### src/spq_pkg.sv
// Shared types and constants for the sorted priority queue.
package spq_pkg;

    localparam int DEPTH   = 16;
    localparam int VALUE_W = 32;
    localparam int CNT_W   = $clog2(DEPTH + 1);
    localparam int ENTRY_W = 5;

    typedef enum logic {
        OP_PUSH = 1'b0,
        OP_POP  = 1'b1
    } t_op;

    typedef enum logic [1:0] {
        ST_OK    = 2'd0,
        ST_EMPTY = 2'd1,
        ST_FULL  = 2'd2
    } t_status;

    // Per-cycle command broadcast to every cell.
    typedef struct packed {
        logic push;
        logic pop;
    } t_cell_ctl;

    // What one cell shows its neighbors.
    typedef struct packed {
        logic signed [VALUE_W-1:0] value;
        logic                      ge;
    } t_link;

endpackage

### src/spq_cell.sv
// One storage cell of the sorted shift chain.
module spq_cell
    import spq_pkg::*;
(
    input  logic                      i_clk,
    input  t_cell_ctl                 i_ctl,
    input  logic                      i_occ,
    input  logic signed [VALUE_W-1:0] i_value,
    input  t_link                     i_prev,
    input  t_link                     i_next,
    output t_link                     o_link
);

    logic signed [VALUE_W-1:0] r_value;
    logic signed [VALUE_W-1:0] n_value;
    logic                      ge;

    assign ge = i_occ && (r_value >= i_value);

    always_comb begin
        n_value = r_value;
        if (i_ctl.push && !ge) begin
            n_value = i_prev.ge ? i_value : i_prev.value;
        end else if (i_ctl.pop) begin
            n_value = i_next.value;
        end
    end

    always_ff @(posedge i_clk) begin
        r_value <= n_value;
    end

    assign o_link.value = r_value;
    assign o_link.ge    = ge;

endmodule

### src/sorted_priority_queue.sv
// Top level: sorted priority queue built from a chain of shifting cells.
//
// Holds up to DEPTH signed 32-bit values, largest first; equal values leave in
// arrival order. One item is taken every clock cycle (busy stays low), and its
// result is registered and appears with o_done in the cycle after acceptance:
// every cell compares the incoming value against its own entry and shifts in
// parallel, whatever the fill level. Results cannot be stalled; sample them on
// the o_done cycle. A pop on an empty queue reports status 1, a push on a full
// queue is dropped with status 2.
module sorted_priority_queue
    import spq_pkg::*;
(
    input  logic                      i_clk,
    input  logic                      i_rst_n,
    input  logic                      start,
    output logic                      busy,
    input  logic                      i_op,
    input  logic signed [VALUE_W-1:0] i_value,
    output logic                      o_done,
    output logic signed [VALUE_W-1:0] o_popped_value,
    output logic [1:0]                o_status,
    output logic [ENTRY_W-1:0]        o_entry_count,
    output logic                      o_is_empty
);

    logic              accept;
    logic              is_full;
    logic              is_empty;
    t_cell_ctl         ctl;
    logic [DEPTH-1:0]  occ;
    t_link             links [DEPTH];
    t_link             head_link;
    t_link             tail_link;
    logic [CNT_W-1:0]  r_count;
    logic [CNT_W-1:0]  n_count;
    t_status           status;
    logic              r_done;
    logic signed [VALUE_W-1:0] r_popped;
    t_status           r_status;

    assign busy     = 1'b0;
    assign accept   = start && !busy;
    assign is_full  = (r_count == CNT_W'(DEPTH));
    assign is_empty = (r_count == '0);

    assign ctl.push = accept && (t_op'(i_op) == OP_PUSH) && !is_full;
    assign ctl.pop  = accept && (t_op'(i_op) == OP_POP) && !is_empty;

    assign head_link.value = '0;
    assign head_link.ge    = 1'b1;
    assign tail_link.value = '0;
    assign tail_link.ge    = 1'b0;

    genvar gi;
    generate
        for (gi = 0; gi < DEPTH; gi++) begin : g_cell
            assign occ[gi] = (CNT_W'(gi) < r_count);
            spq_cell u_cell (
                .i_clk   (i_clk),
                .i_ctl   (ctl),
                .i_occ   (occ[gi]),
                .i_value (i_value),
                .i_prev  ((gi == 0) ? head_link : links[(gi == 0) ? 0 : gi - 1]),
                .i_next  ((gi == DEPTH - 1) ? tail_link
                                            : links[(gi == DEPTH - 1) ? gi : gi + 1]),
                .o_link  (links[gi])
            );
        end
    endgenerate

    always_comb begin
        n_count = r_count;
        status  = ST_OK;
        if (ctl.push) begin
            n_count = r_count + 1'b1;
        end else if (ctl.pop) begin
            n_count = r_count - 1'b1;
        end
        if (accept && (t_op'(i_op) == OP_PUSH) && is_full) begin
            status = ST_FULL;
        end else if (accept && (t_op'(i_op) == OP_POP) && is_empty) begin
            status = ST_EMPTY;
        end
    end

    always_ff @(posedge i_clk) begin
        if (!i_rst_n) begin
            r_count <= '0;
            r_done  <= 1'b0;
        end else begin
            r_count <= n_count;
            r_done  <= accept;
        end
    end

    always_ff @(posedge i_clk) begin
        r_popped <= ctl.pop ? links[0].value : '0;
        r_status <= status;
    end

    assign o_done         = r_done;
    assign o_popped_value = r_popped;
    assign o_status       = r_status;
    assign o_entry_count  = ENTRY_W'(r_count);
    assign o_is_empty     = (r_count == '0);

    a_count_bound: assert property (@(posedge i_clk) disable iff (!i_rst_n)
        r_count <= CNT_W'(DEPTH))
        else $error("entry count exceeds depth");

    a_pop_dec: assert property (@(posedge i_clk) disable iff (!i_rst_n)
        ctl.pop |=> (r_count == $past(r_count) - 1'b1))
        else $error("pop did not drop one entry");

    a_reject_hold: assert property (@(posedge i_clk) disable iff (!i_rst_n)
        (accept && !ctl.push && !ctl.pop) |=> (r_count == $past(r_count)))
        else $error("rejected item changed the count");

    a_err_zero: assert property (@(posedge i_clk) disable iff (!i_rst_n)
        (o_done && (o_status != ST_OK)) |-> (o_popped_value == '0))
        else $error("error result carries a value");

endmodule
### config.mk
export PLATFORM = sky130hd
export DESIGN_NAME = sorted_priority_queue
export DESIGN_NICKNAME = d
export VERILOG_FILES = /design/src/spq_pkg.sv /design/src/spq_cell.sv /design/src/sorted_priority_queue.sv
export SDC_FILE = /design/constraint.sdc
export NUM_CORES = 2
export LEC_CHECK = 0
export ABC_AREA = 1
export BUFFER_PORTS_ARGS = -buffer_cell sky130_fd_sc_hd__buf_2
export CAP_MARGIN = 20
export CORE_MARGIN = 5
export CORE_UTILIZATION = 50
export DETAILED_ROUTE_END_ITERATION = 16
export PLACE_DENSITY_LB_ADDON = 0.25
export SYNTH_ARGS = -nofsm -noshare
export SYNTH_HDL_FRONTEND = slang
export SYNTH_SLANG_ARGS = --single-unit
### constraint.sdc
create_clock -name i_clk -period 4.45 [get_ports i_clk]
set_clock_uncertainty 0.15 [all_clocks]
set_input_delay 0.6675 -clock i_clk [delete_from_list [all_inputs] [get_ports i_clk]]
set_output_delay 0.6675 -clock i_clk [all_outputs]
set_load 0.05 [all_outputs]
==> out/results.md <==
• **largest net degree at the start of global routing** 44
• **vias per inst** 5.366
• **DR pass1 iterations** 6
• **commonest non-fill, non-tap cell in the layout** nand2_1
• **Port Buffers** 76
• **multi-input combinational cell area** 23,770 um^2
• **via count of the first global-routing pass** 36.48k
• **core area** 83,950 um^2
• **mean cell area of the mapped netlist** 7.381 um^2
• **violation count after the first detailed-route iteration** 2,997
• **aggregate global-route resource usage** 0.2623
• **Routed Antenna Nets** 0
• **largest fanout on the critical path** 32
• **die outline width** 301.3 um
• **Critical Path Source** i_value[16]
• **beginning of the worst register-to-register path** g_cell[14].u_cell.r_value[31]$_DFFE_PP_
• **endpoint of the worst setup timing path** g_cell[14].u_cell.r_value[7]$_DFFE_PP_
• **count of hold buffers inserted by post-cts repair** 0
• **slowest CP cell** a21oi_4
• **area leader, netlist** edfxtp_1
• **PostCTS Resize Cnt** 0
• **synth unique cells** 40
• **Final Hold Violating Endpoints** 0
• **effective utilization at floorplan** 0.5055
• **number of buffers created by CTS** 70
• **commonest cells after routing, fill and taps aside** nand2_1, nand3_1, ha_1
• **Synth Warn #** 0
• **maximum clock path buffer count** 3
• **Rows** 106
• **worst reg2reg path endpoint** g_cell[14].u_cell.r_value[7]$_DFFE_PP_
• **type of origin of the critical path** input port
• **max cap viols** 0
• **latest clock arrival within the worst-skew pair** 0.62 ns
• **type of the worst setup path** input port to register
• **cell type with the highest occurrence count on the critical path** nand2_1
• **Setup Fix Bufs, Post-CTS** 0
• **#FFs+latches synth** 552
• **Remaining Overflow, GRT** 0
• **drc violations** 0
• **instance count after placement with tap cells included** 6,843
• **depth of the worst register-to-register path** 11
• **time the worst path needs with I/O delays and setup** 3.798 ns
• **list of cells traversed by the critical path** buf_2 > inv_1 > ha_1 > nand2_1 > nor3_1 > nand2_1 > nand3_1 > nand3_4 > a21oi_4 > nand2_1 > nand2_1
• **overall routed net length** 120,800 um
• **Levels on crit path** 11
• **critical path buffer and inverter count** 2
• **Die Outline Area** 90,800 um^2
• **share of the synthesized area in the top cell type** 0.3623
• **sequential cell area fraction in the yosys report** 0.3812
• **register cell area after layout** 16,180 um^2
• **clock tree root driver cell** clkbuf_16
• **Least-Margin Pin Slew** 0.9420 ns
• **clock tree from TritonCTS** yes
• **number of pins with negative max-slew slack in the final report** 0
• **fraction of layout instances using a drive strength above 1** 0.06976
• **peak clock frequency supported by timing** 0.2633 GHz
• **post-synthesis instance total** 5,749
• **Post-Route Setup TNS** 0 ns
• **post-synthesis instance area** 42,440 um^2
• **routed wire length per instance** 17.33 um
• **unrepaired setup endpoints after global routing** false
• **post-synth net total** 6,300
• **count of placed standard cells in the final layout, fillers left out** 6,970
• **H-tree levels** 3
• **Die Span Y** 301.3 um
• **fill cell instance count of the final layout** 8,034
• **type of the worst min-delay path** input port to register
• **clock-pin transition on the worst setup and hold timing paths** 0.05 ns
• **CP top delay family** simple AND/OR/NAND/NOR gates
• **Ports** 78
• **reg-to-reg slack, setup** 1.00 ns
• **endpoint required time on the critical path** 4.77 ns
• **ratio of final minimum period to clock period** 0.8534
• **standby leakage power** 23.72 nW
• **Critical Path AT** 4.12 ns
• **layout net count** 6,332
• **endpoint type of the worst setup path** register
• **total number of clock tree sinks** 552
• **status** finished clean
• **number of endpoints failing setup at the final stage** 0
• **Slew HR** 0.3713
• **antenna violations before repair** 2
• **total half-perimeter wirelength after legalization and detailed placement** 95,460 um
• **pwr/cell area** 374.2 nW/um^2
• **area growth from synthesis to final layout** 8.742%
• **Max rail drop VDD** 0.2797 mV
• **slowest stage delay, CP** 0.74 ns
• **first-pass GRT wire length** 195,300 um
• **largest cells by area after synthesis** edfxtp_1, nand2_1, ha_1, nand3_1, a21oi_1
• **Final GP Congestion** 0.9077
• **vias post-DR** 37.40k
==> worst min path at each step <==
stage,from,end,cells past startpoint
after global placement,g_cell[0].u_cell.r_value[0]$_DFFE_PP_,o_popped_value[0]$_SDFF_PN0_,2
after detailed placement,g_cell[0].u_cell.r_value[0]$_DFFE_PP_,o_popped_value[0]$_SDFF_PN0_,2
after floorplan,g_cell[0].u_cell.r_value[0]$_DFFE_PP_,o_popped_value[0]$_SDFF_PN0_,2
after global routing,i_rst_n,o_done$_SDFF_PN0_,3
final,i_rst_n,o_done$_SDFF_PN0_,3
after CTS,i_rst_n,o_done$_SDFF_PN0_,3
==> cells in the mapped netlist (all sizes together) <==
cell,instances
inv,267
o211ai,1
dfxtp,40
a21oi,230
or2,1
o31ai,1
edfxtp,512
o21ai,84
nor2,215
ha,515
nand3,541
a31oi,1
nand4,41
nand2,2959
nor3,5
buf,170
clkbuf,101
o22ai,1
nor3b,2
conb,1
o21a,31
o21bai,1
a21o,20
nand3b,2
a211oi,1
nor4,6
==> cell type report <==
type | count | share of cell area
multi-input cells | 4659 | 0.5151
inverters | 267 | 0.02210
flip-flops and latches | 552 | 0.3505
diodes | 2 | 0.0001085
well taps | 1134 | 0.03075
clock buffers | 106 | 0.04336
repair buffers | 231 | 0.03454
clock inverters | 19 | 0.003471
==> power breakdown <==
part / leakage, nW / total (mW) / internal [mW] / switching (mW)
logic: 17.4 / 4.74 / 1.55 / 3.20
clock network: 1.05 / 5.51 / 3.22 / 2.29
registers: 5.24 / 7.02 / 6.52 / 0.493
==> stage by stage <==
stage / worst slack [ns] / power, mW / hold WS, ns / cell area (um^2) / util
5_1_grt: 0.3657 / 18.31 / 0.2089 / 46140 / 0.5496
3_3_place_gp: 0.1747 / 11.67 / 0.3505 / 43980 / 0.5239
6_report: 0.6523 / 17.27 / 0.1880 / 46150 / 0.5497
4_1_cts: 0.7112 / 17.32 / 0.1519 / 46140 / 0.5496
2_1_floorplan: 0.7809 / 10.43 / 0.3318 / 42440 / -
3_5_place_dp: 0.08375 / 11.81 / 0.3535 / 43980 / 0.5239
==> routing by layer <==
layer	track usage	routed length (um)	vias up
li1	-	-	18984
met1	0.3557	53220	16943
met2	0.4445	55880	1251
met3	0.02685	7837	224
met4	0.08213	3859	0
met5	0	0	-
==> worst min-delay path: cells and delay by family <==
kind,cells,cell delay (ns)
AND/OR/NAND/NOR,1,0.06
buffers and inverters,2,0.18
==> sequential cells by signal (all words and copies together) (netlist names) <==
signal,cells
o_done,1
o_status,2
g_cell.u_cell.r_value,512
o_entry_count,5
o_popped_value,32
==> logic make-up after synthesis <==
family          Yosys count  share of synthesized area
flops                   552                     0.3812
compound gates          371                    0.04774
simple gates           3772                     0.3598
buf+inv                 538                    0.05935
fa+ha+maj               515                     0.1518
other cells               1                 0.00008837
(Power assumes the default switching activity.)
